===== config.mk =====
export PLATFORM = sky130hd
export DESIGN_NAME = css_escape_decoder_core
export DESIGN_NICKNAME = d
export VERILOG_FILES = /design/src/cssd_pkg.sv /design/src/css_escape_decoder_core.sv /design/src/cssd_front.sv /design/src/cssd_queue.sv /design/src/cssd_back.sv
export SDC_FILE = /design/constraint.sdc
export NUM_CORES = 1
export LEC_CHECK = 0
export BUFFER_PORTS_ARGS = -buffer_cell sky130_fd_sc_hd__buf_2
export CELL_PAD_IN_SITES_DETAIL_PLACEMENT = 0
export CELL_PAD_IN_SITES_GLOBAL_PLACEMENT = 2
export CORE_UTILIZATION = 51
export CTS_BUF_LIST = sky130_fd_sc_hd__clkbuf_4 sky130_fd_sc_hd__clkbuf_8
export DETAILED_ROUTE_END_ITERATION = 8
export MAX_ROUTING_LAYER = met4
export PLACE_DENSITY = 0.95
export SYNTH_ARGS = -nofsm -noshare
export SYNTH_HDL_FRONTEND = slang
export SYNTH_SLANG_ARGS = --single-unit

===== constraint.sdc =====
create_clock -name clk -period 8.5 [get_ports clk]
set_input_delay 1.7 -clock clk [delete_from_list [all_inputs] [get_ports clk]]
set_output_delay 1.7 -clock clk [all_outputs]
set_load 0.01 [all_outputs]

===== src/cssd_pkg.sv =====
// Package for the CSS escape decoder: word types, decoder modes, queue sizing
// and the UTF-8 encoding function. No dependencies.
`timescale 1ns / 1ps
`default_nettype none

package cssd_pkg;

    localparam int MAX_HEX_DIGITS = 6;
    localparam int QUEUE_DEPTH    = 4;
    localparam int QPTR_W         = $clog2(QUEUE_DEPTH);
    localparam int QCNT_W         = $clog2(QUEUE_DEPTH + 1);

    localparam logic [7:0] CH_BACKSLASH = 8'h5C;
    localparam logic [7:0] CH_LF        = 8'h0A;
    localparam logic [7:0] CH_CR        = 8'h0D;
    localparam logic [7:0] CH_FF        = 8'h0C;
    localparam logic [7:0] CH_TAB       = 8'h09;
    localparam logic [7:0] CH_SPACE     = 8'h20;

    localparam logic [23:0] CP_MAX         = 24'h10FFFF;
    localparam logic [23:0] CP_SURR_LO     = 24'h00D800;
    localparam logic [23:0] CP_SURR_HI     = 24'h00DFFF;
    localparam logic [20:0] CP_REPLACEMENT = 21'h00FFFD;
    localparam logic [20:0] CP_LIMIT1      = 21'h00007F;
    localparam logic [20:0] CP_LIMIT2      = 21'h0007FF;
    localparam logic [20:0] CP_LIMIT3      = 21'h00FFFF;
    localparam logic [7:0]  UTF8_LEAD2     = 8'hC0;
    localparam logic [7:0]  UTF8_LEAD3     = 8'hE0;
    localparam logic [7:0]  UTF8_LEAD4     = 8'hF0;
    localparam logic [7:0]  UTF8_CONT      = 8'h80;

    typedef struct packed {
        logic [7:0] in_byte;
        logic       final_byte;
    } in_word_t;

    typedef struct packed {
        logic [7:0] out_byte;
        logic       byte_valid;
        logic       run_last;
        logic       string_end;
    } out_word_t;

    typedef enum logic [1:0] {
        MODE_NORMAL,
        MODE_ESCAPE,
        MODE_HEX,
        MODE_CR_SKIP
    } mode_t;

    // One queued command: the UTF-8 bytes of a code point, then a literal byte.
    typedef struct packed {
        logic [3:0][7:0] enc_bytes;
        logic [2:0]      enc_n;
        logic            lit_v;
        logic [7:0]      lit;
        logic            fin;
    } cmd_t;

    typedef struct packed {
        logic       valid;
        logic [4:0] value;
    } hex_t;

    function automatic hex_t hex_digit(input logic [7:0] b);
        hex_t h;
        h.valid = 1'b1;
        h.value = 5'd0;
        if (b >= 8'h30 && b <= 8'h39)
            h.value = b[4:0] - 5'h10;
        else if ((b >= 8'h61 && b <= 8'h66) || (b >= 8'h41 && b <= 8'h46))
            h.value = {2'b0, b[2:0]} + 5'd9;
        else
            h.valid = 1'b0;
        return h;
    endfunction

    function automatic logic is_ws(input logic [7:0] b);
        return b == CH_SPACE || b == CH_TAB || b == CH_LF || b == CH_CR || b == CH_FF;
    endfunction

    typedef struct packed {
        logic [3:0][7:0] bytes;
        logic [2:0]      n;
    } enc_t;

    function automatic enc_t utf8_encode(input logic [23:0] cp_raw);
        enc_t       e;
        logic       bad;
        logic [20:0] cp;
        bad = cp_raw == 24'd0 || cp_raw > CP_MAX
              || (cp_raw >= CP_SURR_LO && cp_raw <= CP_SURR_HI);
        cp = bad ? CP_REPLACEMENT : cp_raw[20:0];
        e.bytes = '0;
        if (cp <= CP_LIMIT1) begin
            e.bytes[0] = {1'b0, cp[6:0]};
            e.n = 3'd1;
        end else if (cp <= CP_LIMIT2) begin
            e.bytes[0] = UTF8_LEAD2 | {3'b0, cp[10:6]};
            e.bytes[1] = UTF8_CONT | {2'b0, cp[5:0]};
            e.n = 3'd2;
        end else if (cp <= CP_LIMIT3) begin
            e.bytes[0] = UTF8_LEAD3 | {4'b0, cp[15:12]};
            e.bytes[1] = UTF8_CONT | {2'b0, cp[11:6]};
            e.bytes[2] = UTF8_CONT | {2'b0, cp[5:0]};
            e.n = 3'd3;
        end else begin
            e.bytes[0] = UTF8_LEAD4 | {5'b0, cp[20:18]};
            e.bytes[1] = UTF8_CONT | {2'b0, cp[17:12]};
            e.bytes[2] = UTF8_CONT | {2'b0, cp[11:6]};
            e.bytes[3] = UTF8_CONT | {2'b0, cp[5:0]};
            e.n = 3'd4;
        end
        return e;
    endfunction

endpackage

`default_nettype wire


===== src/css_escape_decoder_core.sv =====
// Top level of the CSS escape decoder: front end, command queue, back end.
// Depends on cssd_pkg, cssd_front, cssd_queue and cssd_back.
//
// Input channel text_valid / text_stall / text: one word per raw byte of a
// CSS string, with final_byte set on the last byte of the string.
// Output channel dec_valid / dec_stall / dec: one word per decoded byte.
// A multi-byte UTF-8 code point plus the byte that ended its escape gives
// up to five words; run_last marks the last word of an input byte and
// string_end marks words from the final byte. A final byte that yields no
// data gives one bare end-marker word (byte_valid low).
// The first word of an input byte reaches dec through the command queue
// and the back end's output register. Throughput: one output word per
// cycle while dec_stall is low, set by the back end's single output register;
// bytes that give one or no word go at one per cycle. Bytes that give several
// words fill the four-entry command queue; text_stall rises while it is full.
// Reset (rst_n low, asynchronous): decoder returns to literal mode, queue
// empties, dec_valid drops. While dec_stall is high the output word holds.
`timescale 1ns / 1ps
`default_nettype none

module css_escape_decoder_core (
    input  wire logic                clk,
    input  wire logic                rst_n,
    input  wire logic                text_valid,
    output logic                     text_stall,
    input  wire cssd_pkg::in_word_t  text,
    output logic                     dec_valid,
    input  wire logic                dec_stall,
    output cssd_pkg::out_word_t      dec
);
    import cssd_pkg::*;

    logic accept;
    logic push;
    cmd_t push_cmd;
    logic full;
    logic pop;
    logic head_valid;
    cmd_t head;

    // Hold off new bytes while the queue has no room.
    assign text_stall = full;
    assign accept     = text_valid && !full;

    cssd_front u_front (
        .clk    (clk),
        .rst_n  (rst_n),
        .word   (text),
        .accept (accept),
        .push   (push),
        .cmd    (push_cmd)
    );

    cssd_queue u_queue (
        .clk        (clk),
        .rst_n      (rst_n),
        .push       (push),
        .push_cmd   (push_cmd),
        .full       (full),
        .pop        (pop),
        .head_valid (head_valid),
        .head       (head)
    );

    // Advance through the head command one word per cycle while dec_stall is low.
    cssd_back u_back (
        .clk        (clk),
        .rst_n      (rst_n),
        .head_valid (head_valid),
        .head       (head),
        .pop        (pop),
        .dec_valid  (dec_valid),
        .dec        (dec),
        .dec_stall  (dec_stall)
    );

endmodule

`default_nettype wire


===== src/cssd_front.sv =====
// Front end of the CSS escape decoder: escape state machine and command build.
// Depends on cssd_pkg.
`timescale 1ns / 1ps
`default_nettype none

module cssd_front (
    input  wire logic             clk,
    input  wire logic             rst_n,
    input  wire cssd_pkg::in_word_t word,
    input  wire logic             accept,
    output logic                  push,
    output cssd_pkg::cmd_t        cmd
);
    import cssd_pkg::*;

    mode_t       mode_reg, mode_next;
    logic [23:0] acc_reg, acc_next;
    logic [2:0]  cnt_reg, cnt_next;

    always_ff @(posedge clk or negedge rst_n) begin
        if (!rst_n) begin
            mode_reg <= MODE_NORMAL;
            acc_reg  <= '0;
            cnt_reg  <= '0;
        end else if (accept) begin
            mode_reg <= mode_next;
            acc_reg  <= acc_next;
            cnt_reg  <= cnt_next;
        end
    end

    always_comb begin
        logic [7:0]  b;
        hex_t        h;
        logic        emit_cp;
        logic [23:0] cp;
        logic        lit_v;
        logic        do_plain;
        enc_t        e;

        b        = word.in_byte;
        h        = hex_digit(b);
        emit_cp  = 1'b0;
        cp       = acc_reg;
        lit_v    = 1'b0;
        do_plain = 1'b0;
        mode_next = mode_reg;
        acc_next  = acc_reg;
        cnt_next  = cnt_reg;

        unique case (mode_reg)
            MODE_NORMAL: do_plain = 1'b1;
            MODE_ESCAPE: begin
                if (b == CH_CR)
                    mode_next = MODE_CR_SKIP;
                else if (b == CH_LF || b == CH_FF)
                    mode_next = MODE_NORMAL;
                else if (h.valid) begin
                    acc_next  = {20'd0, h.value[3:0]};
                    cnt_next  = 3'd1;
                    mode_next = MODE_HEX;
                end else begin
                    lit_v     = 1'b1;
                    mode_next = MODE_NORMAL;
                end
            end
            MODE_HEX: begin
                if (h.valid && cnt_reg < 3'(MAX_HEX_DIGITS)) begin
                    acc_next = {acc_reg[19:0], h.value[3:0]};
                    cnt_next = cnt_reg + 3'd1;
                end else begin
                    emit_cp  = 1'b1;
                    acc_next = '0;
                    cnt_next = '0;
                    if (is_ws(b))
                        mode_next = (b == CH_CR) ? MODE_CR_SKIP : MODE_NORMAL;
                    else
                        do_plain = 1'b1;
                end
            end
            MODE_CR_SKIP: begin
                if (b == CH_LF)
                    mode_next = MODE_NORMAL;
                else
                    do_plain = 1'b1;
            end
            default: do_plain = 1'b1;
        endcase

        if (do_plain) begin
            if (b == CH_BACKSLASH)
                mode_next = MODE_ESCAPE;
            else begin
                mode_next = MODE_NORMAL;
                lit_v     = 1'b1;
            end
        end

        // End of string: flush a pending code point and drop everything else.
        if (word.final_byte) begin
            if (mode_next == MODE_HEX) begin
                emit_cp = 1'b1;
                cp      = acc_next;
            end
            mode_next = MODE_NORMAL;
            acc_next  = '0;
            cnt_next  = '0;
        end

        e             = utf8_encode(cp);
        cmd.enc_bytes = e.bytes;
        cmd.enc_n     = emit_cp ? e.n : 3'd0;
        cmd.lit_v     = lit_v;
        cmd.lit       = b;
        cmd.fin       = word.final_byte;
        push          = accept && (emit_cp || lit_v || word.final_byte);
    end

endmodule

`default_nettype wire


===== src/cssd_queue.sv =====
// Command queue between the decoder front and back ends.
// Depends on cssd_pkg.
`timescale 1ns / 1ps
`default_nettype none

module cssd_queue (
    input  wire logic           clk,
    input  wire logic           rst_n,
    input  wire logic           push,
    input  wire cssd_pkg::cmd_t push_cmd,
    output logic                full,
    input  wire logic           pop,
    output logic                head_valid,
    output cssd_pkg::cmd_t      head
);
    import cssd_pkg::*;

    cmd_t              mem_reg [QUEUE_DEPTH];
    logic [QPTR_W-1:0] wr_ptr_reg, wr_ptr_next;
    logic [QPTR_W-1:0] rd_ptr_reg, rd_ptr_next;
    logic [QCNT_W-1:0] count_reg, count_next;
    logic              do_push, do_pop;

    assign full       = count_reg == QCNT_W'(QUEUE_DEPTH);
    assign head_valid = count_reg != '0;
    assign head       = mem_reg[rd_ptr_reg];
    assign do_push    = push && !full;
    assign do_pop     = pop && head_valid;

    always_comb begin
        wr_ptr_next = do_push ? QPTR_W'((32'(wr_ptr_reg) + 1) % QUEUE_DEPTH) : wr_ptr_reg;
        rd_ptr_next = do_pop ? QPTR_W'((32'(rd_ptr_reg) + 1) % QUEUE_DEPTH) : rd_ptr_reg;
        count_next  = count_reg + QCNT_W'(do_push) - QCNT_W'(do_pop);
    end

    always_ff @(posedge clk or negedge rst_n) begin
        if (!rst_n) begin
            wr_ptr_reg <= '0;
            rd_ptr_reg <= '0;
            count_reg  <= '0;
        end else begin
            wr_ptr_reg <= wr_ptr_next;
            rd_ptr_reg <= rd_ptr_next;
            count_reg  <= count_next;
        end
    end

    always_ff @(posedge clk) begin
        if (do_push)
            mem_reg[wr_ptr_reg] <= push_cmd;
    end

endmodule

`default_nettype wire


===== src/cssd_back.sv =====
// Back end of the CSS escape decoder: expands one command into result words.
// Depends on cssd_pkg.
`timescale 1ns / 1ps
`default_nettype none

module cssd_back (
    input  wire logic            clk,
    input  wire logic            rst_n,
    input  wire logic            head_valid,
    input  wire cssd_pkg::cmd_t  head,
    output logic                 pop,
    output logic                 dec_valid,
    output cssd_pkg::out_word_t  dec,
    input  wire logic            dec_stall
);
    import cssd_pkg::*;

    logic [2:0] pos_reg, pos_next;
    logic       valid_reg, valid_next;
    out_word_t  word_reg, word_next;
    logic       emit;
    logic [2:0] total;
    logic       marker;
    logic       last;

    assign dec_valid = valid_reg;
    assign dec       = word_reg;

    always_comb begin
        total  = head.enc_n + {2'b0, head.lit_v};
        marker = total == 3'd0;
        last   = marker || (pos_reg == total - 3'd1);
        emit   = head_valid && (!valid_reg || !dec_stall);
        pop    = emit && last;

        word_next.out_byte   = marker ? 8'd0
                             : (pos_reg < head.enc_n) ? head.enc_bytes[pos_reg[1:0]]
                             : head.lit;
        word_next.byte_valid = !marker;
        word_next.run_last   = last;
        word_next.string_end = head.fin;

        pos_next   = emit ? (last ? 3'd0 : pos_reg + 3'd1) : pos_reg;
        valid_next = emit ? 1'b1 : (valid_reg && dec_stall);
    end

    always_ff @(posedge clk or negedge rst_n) begin
        if (!rst_n) begin
            pos_reg   <= '0;
            valid_reg <= 1'b0;
        end else begin
            pos_reg   <= pos_next;
            valid_reg <= valid_next;
        end
    end

    always_ff @(posedge clk) begin
        if (emit)
            word_reg <= word_next;
    end

endmodule

`default_nettype wire


==> summary.txt, run 1 <==
Pwr
  • Internal power: 2850 µW
  • Psw: 1650 µW
  • Sequential share of power: 41.5%
  • Logic pwr share: 40.4%
  • Worst VDD drop: 0.190 mV
  • Sw frac: 36.7%
  • Clock group share of total power: 18.1%
  • Pwr per Cell Area: 405 nW/µm²
  • Pleak: 0.00378 µW

Logic synthesis
  • XOR/XNOR share of the synthesized area: 0.947%
  • Yosys warnings: 0
  • Post-Synthesis Cell Area: 10200 µm²
  • Largest family of logic cells by synthesized area: compound AO/OA/AOI/OAI gates
  • Flops & latches, synth: 215
  • Post-synth EDFFs: 175
  • Post-synth top flop: edfxtp_1
  • Adder-Cell Fraction of Synth Area: 2.90%
  • Unique cell type count in the Yosys netlist: 81
  • Top cell type by total area after synthesis: edfxtp_1
  • Asr flop ratio synth: 18.6%
  • Synth cell count leaders: 175 x edfxtp_1, 52 x nand2_1, 47 x mux4_2
  • Cells after Synth: 715
  • Seq/Total Area, Yosys: 61.5%
  • Top cells by area, synth: edfxtp_1 52%, mux4_2 10%, dfrtp_1 9.8%, a22oi_1 2.8%, ha_1 2.7%
  • Post-synthesis mux area share: 11.6%
  • Most frequent cell after synthesis: edfxtp_1
  • Yosys top cell area share: 51.6%
  • Post-Synth Simple-Gate Area: 7.88%
  • Compound-Gate Fraction of Synth Area: 12.3%
  • Syn nets: 751
  • Average size of a mapped cell: 14.2 µm²

Clock network
  • Post-CTS Resized: 0
  • Clock buffer count from CTS: 34
  • CTS tree: done
  • # hold bufs at CTS: 0
  • Post-CTS setup buffer count: 0
  • Worst-skew pair later-pin latency: 0.54 ns
  • Clock buffer depth: 3
  • Clk sinks: 215
  • Clock slew at reported path FFs: 0.06 ns
  • CTS H-tree lvls: 2
  • Root Buffer Master: clkbuf_8

GRT
  • Largest net degree at the start of global routing: 44
  • GR met2 Demand/Resource: 35.4%
  • First-pass GRT wire length: 34400 µm
  • GRT busiest layer: met2
  • All-layer global routing usage: 23.1%
  • Vias in the first global route: 5995
  • GR Util met3: 4.29%
  • Initial antenna violation count: 0
  • Gr ovfl total: 0
  • Met1 usage: 31.3%

Timing
  • Worst-Margin Slew: 1.25 ns
  • RSZ-0062 raised after global routing: false
  • Hold_ws: 0.525 ns
  • Peak Freq: 189 MHz
  • Final Cycle Share: 62.3%
  • Final Critical Period: 5.29 ns
  • Final-report setup violation count: 0
  • Final hold violations: 0
  • Slew headroom: 16.1%
  • Clock Skew: 0.0271 ns
  • Setup TNS: 0 ns
  • Fin. max-slew vios: 0

Routing
  • Detail-routed via count per cell: 6.10
  • Final ANT Viol Nets: 0
  • Vias: 6233
  • Total routed wirelength: 22100 µm
  • Residual DRC: 0
  • First-pass detailed-route iteration total: 4
  • DR iter-0 viols: 377
  • Average wire per standard cell: 21.6 µm

Placed design
  • GP Congestion: 0.878
  • PortBufs: 25
  • Dpl cell area: 10500 µm²
  • Placed wire-length estimate: 14500 µm

Critical path
  • Crit path from: text[1]
  • Worst Path Class, Setup: input port to flip-flop
  • Worst-path maximum fanout: 19
  • Crit. End Element: flip-flop
  • Crit Reg-Reg Endpoint: u_queue.count_reg[2]$_DFF_PN0_
  • Worst Setup EP: u_queue.mem_reg[3][13]$_DFFE_PP_
  • R2R Setup Slk: 3.73 ns
  • Worst Path Arrival: 5.54 ns
  • Crit path launch type: input port
  • R2r startpoint: u_queue.rd_ptr_reg[0]$_DFFE_PN0P_
  • Reg2Reg Depth: 17
  • Required @ worst endpoint: 8.74 ns

Die
  • Die Height: 143 µm
  • Area of the die: 20500 µm²
  • Die X: 143 µm
  • CORE AREA: 19500 µm²
  • Ports: 26
  • Starting Density: 52.1%
  • Rows: 51

Layout
  • Max FFs per register: 164
  • Final instance area: 11100 µm²
  • Diode count: 0
  • Layout cells sized above 1: 20.7%
  • Fin util: 56.9%
  • Area growth syn-to-layout: 9.15%
  • Final #Nets: 772

Worst hold path
  • Min-Delay Path Class: flip-flop to flip-flop

Job
  • Max-cap check violation count: 0

Outcome
  • Status: finished clean
[kinds of logic after synthesis]
| group | Yosys count |
|---|---|
| AOI/OAI and AO/OA | 174 |
| and+or+nand+nor | 162 |
| adders and majority gates | 23 |
| buffers and inverters | 71 |
| muxes | 59 |
| xor gates and xnor gates | 11 |
| DFF | 215 |
[per-layer routing]
metal  vias up  wire length [µm]
met5         -                 0
met4         0               401
met3        31              1340
met2       207             10800
met1      3144              9610
li1       2851                 -
[worst min-delay path by stage]
stage,from,to,slack [ns],depth (start not counted)
after detailed placement,u_front.cnt_reg[1]$_DFFE_PN0P_,u_front.cnt_reg[1]$_DFFE_PN0P_,0.51,2
after floorplan,u_front.cnt_reg[1]$_DFFE_PN0P_,u_front.cnt_reg[1]$_DFFE_PN0P_,0.48,2
final,u_front.acc_reg[22]$_DFFE_PN0P_,u_front.acc_reg[22]$_DFFE_PN0P_,0.53,2
after global placement,u_front.cnt_reg[1]$_DFFE_PN0P_,u_front.cnt_reg[1]$_DFFE_PN0P_,0.49,2
after CTS,u_front.cnt_reg[1]$_DFFE_PN0P_,u_front.cnt_reg[1]$_DFFE_PN0P_,0.53,2
after global routing,u_front.cnt_reg[1]$_DFFE_PN0P_,u_front.cnt_reg[1]$_DFFE_PN0P_,0.55,2
[stage by stage]
step	worst slack [ns]	instances	total power (µW)
finish	3.21	1022	4500
global route	2.84	1022	4770
CTS	3.27	1022	4530
detailed placement	2.74	965	3710
global placement	2.82	965	3610
floorplan	3.44	715	3190
[worst max-delay path, stage by stage]
cell       delay (ns)
buf_2            0.20
inv_1            0.10
ha_1             0.25
or3_1            0.36
a311oi_1         0.31
nand3b_1         0.20
a221o_1          0.24
nand3_2          0.16
o41ai_2          0.44
o2bb2ai_2        0.31
nor3_2           0.26
and3_1           0.53
inv_4            0.15
mux2i_1          0.18
nand2_1          0.13
[power by group through the flow]
| stage | Clock [µW] | Combinational, µW | Sequential, µW |
|---|---|---|---|
| detailed placement | 0 | 1810 | 1890 |
| finish | 813 | 1820 | 1870 |
| floorplan | 0 | 1350 | 1830 |
| global route | 870 | 2000 | 1900 |
| CTS | 829 | 1830 | 1870 |
| global placement | 0 | 1740 | 1860 |
[cells in the final DEF, fill, tap and decap left out, drive strengths merged, types with 5 or more instances in the layout]
cell / synthesis / routed
dfrtp: 40 / 40
ha: 22 / 22
or3: 6 / 6
xnor2: 7 / 7
nor2: 46 / 46
inv: 26 / 28
nor3: 10 / 10
a21oi: 20 / 20
and2: 5 / 5
nand2: 53 / 53
a22o: 7 / 7
mux2i: 11 / 11
mux4: 47 / 47
nand3: 9 / 9
o21ai: 46 / 46
clkbuf: 28 / 45
o21a: 5 / 5
nand2b: 9 / 9
a22oi: 38 / 38
edfxtp: 175 / 175
clkinv: 0 / 10
buf: 17 / 30
[final cells by class]
cell class | count | area, µm²
clock buffer | 45 | 557
clock inverter | 12 | 57.6
fill | 1539 | 8420
inverter | 26 | 100
multi-input combinational | 429 | 3640
sequential | 215 | 6260
tap | 265 | 332
timing repair buffer | 30 | 163
Power figures use the tool's default switching activity.
==> run 2, diff against run 1 <==
- CORE_UTILIZATION: 51 -> 47
- PLACE_DENSITY: 0.95 -> 0.91
- clock period: 8.5 -> 5.2 ns (I/O delays scaled with it)
==> summary.txt, run 2 (synthesis results as in run 1) <==
Outcome
  • Status: finished clean

Critical path
  • Worst-path maximum fanout: 13 (-6)
  • CP peak stage delay: 0.55 ns (+0.02 ns)
  • Worst Path Class, Setup: input port to flip-flop
  • Crit path launch type: input port
  • Reg2Reg Depth: 16 (-1)
  • Worst Path Arrival: 4.72 ns (-0.82 ns)
  • Slowest CP cell: or3_1
  • Worst path top cell family by delay: compound AO/OA/AOI/OAI gates
  • Worst path depth: 13 (-2)
  • Crit. End Element: flip-flop
  • Worst Path Buf+Inv: 2 (-1)
  • Required @ worst endpoint: 5.40 ns (-3.34 ns)
  • Most frequent CP cell: or3_1
  • Crit-path cells: buf_2 -> inv_1 -> ha_1 -> or3_1 -> a311oi_1 -> nand3b_1 -> a221o_1 -> nand3_2 -> or3_1 -> o21a_1 -> a32oi_1 -> o21a_2 -> o311ai_0

Placed design
  • Inst Count DP: 992 (+2.8%)
  • Placed wire-length estimate: 15200 µm (+4.4%)
  • GP Congestion: 0.883 (+0.50%)
  • PortBufs: 25 (unchanged)

Clock network
  • Clk sinks: 215 (unchanged)
  • Clock buffer count from CTS: 37 (+8.8%)
  • Root Buffer Master: clkbuf_8
  • Clock slew at reported path FFs: 0.06 ns (about the same)
  • CTS tree: done
  • Worst-skew pair later-pin latency: 0.53 ns (about the same)
  • # hold bufs at CTS: 0 (unchanged)
  • Post-CTS Resized: 0 (unchanged)
  • CTS H-tree lvls: 2 (unchanged)
  • Post-CTS setup buffer count: 0 (unchanged)
  • Clock buffer depth: 3 (unchanged)

Layout
  • Post-Layout Cell Count: 1056 (+3.3%)
  • Final #Nets: 792 (+2.6%)
  • Most common cell after layout, fill and taps aside: edfxtp_1
  • Commonest non-fill, non-tap cells in the layout: 175 x edfxtp_1, 52 x nand2_1, 47 x mux4_2, 45 x nor2_1, 40 x clkbuf_8
  • Layout cells sized above 1: 23.4% (+2.7 points)
  • Diode count: 0 (unchanged)
  • Area growth syn-to-layout: 11.8%
  • Fin util: 53.8% (-3.1 points)
  • Max FFs per register: 164 (unchanged)

Die
  • Die Height: 149 µm (+4.1%)
  • Die X: 149 µm (+4.1%)
  • Area of the die: 22200 µm² (+8.4%)
  • Rows: 53 (+3.9%)
  • Ports: 26 (unchanged)
  • Starting Density: 48.1% (-4.0 points)
  • CORE AREA: 21200 µm² (+8.3%)

GRT
  • Initial antenna violation count: 0 (unchanged)
  • Largest net degree at the start of global routing: 42 (-4.5%)
  • Met1 usage: 29.8% (-1.5 points)
  • First-pass GRT wire length: 35900 µm (+4.3%)
  • GRT busiest layer: met2
  • GR Util met3: 4.07% (-0.23 points)
  • All-layer global routing usage: 21.9% (-1.2 points)
  • Vias in the first global route: 6452 (+7.6%)
  • Gr ovfl total: 0 (unchanged)
  • GR met2 Demand/Resource: 34.0% (-1.4 points)

Routing
  • DR iter-0 viols: 488 (+29%)
  • First-pass detailed-route iteration total: 5 (+1)
  • Residual DRC: 0 (unchanged)
  • Total routed wirelength: 22500 µm (+1.9%)
  • Vias: 6331 (+1.6%)
  • Average wire per standard cell: 21.3 µm (-1.4%)
  • Final ANT Viol Nets: 0 (unchanged)
  • Detail-routed via count per cell: 6.00 (-1.7%)

Timing
  • Slew headroom: 35.3% (+19 points)
  • Final Critical Period: 4.51 ns
  • Worst-Margin Slew: 0.970 ns (-0.284 ns)
  • Fin. max-slew vios: 0 (unchanged)
  • Clock Skew: 0.0244 ns (-0.00270 ns)
  • Final hold violations: 0 (unchanged)
  • Final Cycle Share: 86.8%
  • Peak Freq: 221 MHz
  • Final-report setup violation count: 0 (unchanged)
  • Setup TNS: 0 ns (unchanged)
  • RSZ-0062 raised after global routing: false

Pwr
  • Pleak: 0.00391 µW (+3.5%)
  • Worst VDD drop: 0.268 mV (+41%)
  • Pwr per Cell Area: 661 nW/µm² (+63%)

Job
  • Max-cap check violation count: 0 (unchanged)

Worst hold path
  • WHS Path Cells: 2 (unchanged)
  • Min-Delay Path Class: flip-flop to flip-flop
==> run 2: worst paths after layout <==
check	from	end	slack [ns]
max	text[1]	u_queue.mem_reg[0][34]$_DFFE_PP_	0.69
min	u_back.dec_valid$_DFF_PN0_	u_back.dec_valid$_DFF_PN0_	0.51
max reg2reg	u_queue.rd_ptr_reg[0]$_DFFE_PN0P_	u_queue.count_reg[2]$_DFF_PN0_	0.93
min reg2reg	u_back.dec_valid$_DFF_PN0_	u_back.dec_valid$_DFF_PN0_	0.51
max in group asynchronous	rst_n	u_queue.rd_ptr_reg[0]$_DFFE_PN0P_	3.90
min in group asynchronous	rst_n	u_back.pos_reg[2]$_DFFE_PN0P_	0.65
==> run 2: routing by layer <==
metal  vias to the layer above  part of all wire [%]
met2                       200                    49
met1                      3203                    43
met3                        31                   6.4
met5                         -                     0
met4                         0                   1.6
li1                       2897                     -
==> run 2: metrics by stage <==
stage	total power [µW]	setup WS (ns)	hold WS, ns	instance area [µm²]
after floorplan	5210	0.228	0.476	10200
after global placement	5970	0.300	0.470	10700
after detailed placement	6130	0.172	0.491	10700
after CTS	7600	0.721	0.509	11400
after global routing	7970	0.419	0.542	11400
final	7520	0.685	0.508	11400
==> run 2: where the power goes <==
part,switching [µW],total [µW],internal (µW),leakage (µW)
Clock,670,1440,769,0.000362
Combinational,1810,3020,1210,0.00148
Sequential,238,3060,2830,0.00207
Total,2720,7520,4800,0.00391
==> run 2: final cells by class <==
cell class / instances / area (µm²)
fillers: 1693 / 9770
clock inverters: 17 / 98.8
flip-flops and latches: 215 / 6260
well taps: 275 / 344
clock buffers: 47 / 603
repair buffers: 47 / 340
inverters: 26 / 100
multi-input cells: 429 / 3640
==> run 2: worst min-delay path, delay by kind of cell, from the launching register on <==
family | cells | cell delay, ns
flip-flops | 1 | 0.37
AND/OR/NAND/NOR | 2 | 0.11
==> run 3, diff against run 2 <==
- CORE_MARGIN: unset -> 1.5
- CORE_UTILIZATION: 47 -> 30
- PLACE_DENSITY: 0.91 -> 0.65
==> summary.txt, run 3 (synthesis results as in run 1) <==
Outcome
  • Status: finished clean

Timing
  • Slew headroom: 45.8% (+10 points)
  • Setup TNS: 0 ns (unchanged)
  • Final-report setup violation count: 0 (unchanged)
  • Peak Freq: 228 MHz (+3.0%)
  • RSZ-0062 raised after global routing: false
  • Final Critical Period: 4.38 ns (-0.130 ns)
  • Worst-Margin Slew: 0.807 ns (-0.163 ns)
  • Final Cycle Share: 84.3% (-2.5 points)
  • Clock Skew: 0.0191 ns (-0.00534 ns)
  • Fin. max-slew vios: 0 (unchanged)
  • Final hold violations: 0 (unchanged)

Routing
  • Residual DRC: 0 (unchanged)
  • Average wire per standard cell: 20.0 µm (-6.1%)
  • DR iter-0 viols: 541 (+11%)
  • Vias: 6357 (+0.41%)
  • First-pass detailed-route iteration total: 5 (unchanged)
  • Detail-routed via count per cell: 5.15 (-14%)
  • Final ANT Viol Nets: 0 (unchanged)
  • Total routed wirelength: 24700 µm (+9.7%)

Placed design
  • Dpl cell area: 10900 µm² (+2.1%)
  • PortBufs: 25 (unchanged)
  • Placed wire-length estimate: 16200 µm (+6.8%)
  • GP Congestion: 0.851 (-3.6%)

Layout
  • Final #Nets: 793 (+0.13%)
  • Final instance area: 11600 µm² (+2.2%)
  • Max FFs per register: 164 (unchanged)
  • Diode count: 0 (unchanged)
  • Filler instances: 3213 (+90%)
  • Area growth syn-to-layout: 14.3%
  • Layout cells sized above 1: 23.3% (-0.15 points)
  • Commonest non-fill, non-tap cells in the layout: 175 x edfxtp_1, 52 x nand2_1, 47 x mux4_2, 45 x nor2_1
  • Most common cell after layout, fill and taps aside: edfxtp_1

Job
  • Max-cap check violation count: 0 (unchanged)

Clock network
  • Root Buffer Master: clkbuf_8
  • Post-CTS setup buffer count: 0 (unchanged)
  • Worst-skew pair later-pin latency: 0.53 ns (about the same)
  • CTS tree: done
  • Clk sinks: 215 (unchanged)
  • Clock slew at reported path FFs: 0.06 ns (about the same)
  • Clock buffer depth: 3 (unchanged)
  • Post-CTS Resized: 0 (unchanged)
  • CTS H-tree lvls: 2 (unchanged)
  • # hold bufs at CTS: 0 (unchanged)
  • Clock buffer count from CTS: 38 (+2.7%)

Pwr
  • Clock group share of total power: 19.8% (+0.7 points)
  • Internal power: 4860 µW (+1.1%)
  • Logic pwr share: 40.8% (+0.7 points)
  • Pwr per Cell Area: 661 nW/µm² (about the same)
  • Worst VDD drop: 0.229 mV (-15%)
  • Pleak: 0.00393 µW (+0.49%)
  • Psw: 2830 µW (+4.1%)
  • Sw frac: 36.8% (+0.67 points)
  • Sequential share of power: 39.4% (-1.3 points)

Worst hold path
  • Min-Delay Path Class: flip-flop to flip-flop

GRT
  • Vias in the first global route: 6529 (+1.2%)
  • First-pass GRT wire length: 38700 µm (+8.0%)
  • GR met2 Demand/Resource: 22.5% (-12 points)
  • Initial antenna violation count: 0 (unchanged)
  • All-layer global routing usage: 14.7% (-7.3 points)
  • Largest net degree at the start of global routing: 42 (unchanged)
  • Gr ovfl total: 0 (unchanged)
  • GR Util met3: 2.25% (-1.8 points)
  • Met1 usage: 19.8% (-10 points)
  • GRT busiest layer: met2

Critical path
  • Worst-path maximum fanout: 20 (+7)
  • Slowest CP cell: or2_1
  • Worst Path Arrival: 4.58 ns (-0.14 ns)
  • Crit. End Element: flip-flop
  • CP peak stage delay: 0.51 ns (-0.04 ns)
  • Crit-path cells: buf_2 -> inv_1 -> ha_1 -> or3_1 -> a311oi_1 -> nand3b_1 -> a221o_1 -> nand4b_4 -> or2_1 -> a22o_1 -> a32oi_1 -> o21a_2 -> o311ai_0
  • Required @ worst endpoint: 5.40 ns (about the same)
  • Crit path launch type: input port
  • Worst Path Buf+Inv: 2 (unchanged)
  • Worst path top cell family by delay: compound AO/OA/AOI/OAI gates
  • Worst Path Class, Setup: input port to flip-flop

Die
  • Starting Density: 30.4% (-18 points)
  • Rows: 67 (+26%)
  • CORE AREA: 33400 µm² (+58%)
  • Area of the die: 35000 µm² (+57%)
  • Die Height: 187 µm (+25%)
  • Die X: 187 µm (+25%)
  • Ports: 26 (unchanged)
-- run 3: metal layers --
layer	vias up	share of wire, %
li1	2904	-
met4	0	3.2
met5	-	0
met3	53	4.9
met2	184	46
met1	3216	46
-- run 3: per-stage QoR --
| stage | utilization (%) | setup WS [ns] | total power [µW] | hold slack [ns] | std cells |
|---|---|---|---|---|---|
| 6_report | 34.8 | 0.815 | 7690 | 0.511 | 1234 |
| 3_5_place_dp | 32.6 | 0.319 | 6260 | 0.502 | 1165 |
| 2_1_floorplan | - | 0.228 | 5210 | 0.476 | 715 |
| 4_1_cts | 34.8 | 0.852 | 7800 | 0.516 | 1234 |
| 5_1_grt | 34.8 | 0.484 | 8180 | 0.557 | 1234 |
| 3_3_place_gp | 32.6 | 0.423 | 6150 | 0.489 | 1165 |
-- run 3: power groups by stage --
stage / Combinational, µW / Clock, µW / Sequential, µW
after floorplan: 2210 / 0 / 2990
after global placement: 3110 / 0 / 3040
after detailed placement: 3190 / 0 / 3070
after CTS: 3200 / 1560 / 3040
after global routing: 3460 / 1640 / 3080
final: 3140 / 1520 / 3030
-- run 3: area by class of cell --
class / instances / area [µm²] / area share (%)
Tap cell: 448 / 561 / 4.82
Inverter: 26 / 100 / 0.860
Timing Repair Buffer: 47 / 340 / 2.93
Clock inverter: 20 / 124 / 1.06
Multi-Input combinational cell: 429 / 3640 / 31.3
Sequential cell: 215 / 6260 / 53.8
Clock buffer: 49 / 612 / 5.26
-- run 3: worst reg2reg max path, cell delays in order (launching register included) --
cell     delay (ns)
dfrtp_2        0.46
mux4_2         0.53
ha_1           0.21
ha_1           0.26
inv_1          0.04
ha_1           0.17
ha_1           0.29
xor2_1         0.16
a31oi_1        0.19
nor2b_1        0.58
ha_1           0.35
inv_1          0.06
ha_1           0.13
inv_1          0.05
fa_1           0.38
xnor2_1        0.21
xnor2_1        0.15
-- run 3: worst paths after layout --
| path | from | endpoint | depth (start not counted) | slack [ns] |
|---|---|---|---|---|
| max in group asynchronous | rst_n | u_queue.rd_ptr_reg[0]$_DFFE_PN0P_ | 2 | 4.11 |
| min | u_front.cnt_reg[1]$_DFFE_PN0P_ | u_front.cnt_reg[1]$_DFFE_PN0P_ | 2 | 0.51 |
| min in group asynchronous | rst_n | u_queue.wr_ptr_reg[1]$_DFFE_PN0P_ | 2 | 0.62 |
| max | text[1] | u_queue.mem_reg[0][34]$_DFFE_PP_ | 13 | 0.82 |
| max reg2reg | u_queue.rd_ptr_reg[0]$_DFFE_PN0P_ | u_queue.count_reg[2]$_DFF_PN0_ | 16 | 0.92 |
| min reg2reg | u_front.cnt_reg[1]$_DFFE_PN0P_ | u_front.cnt_reg[1]$_DFFE_PN0P_ | 2 | 0.51 |
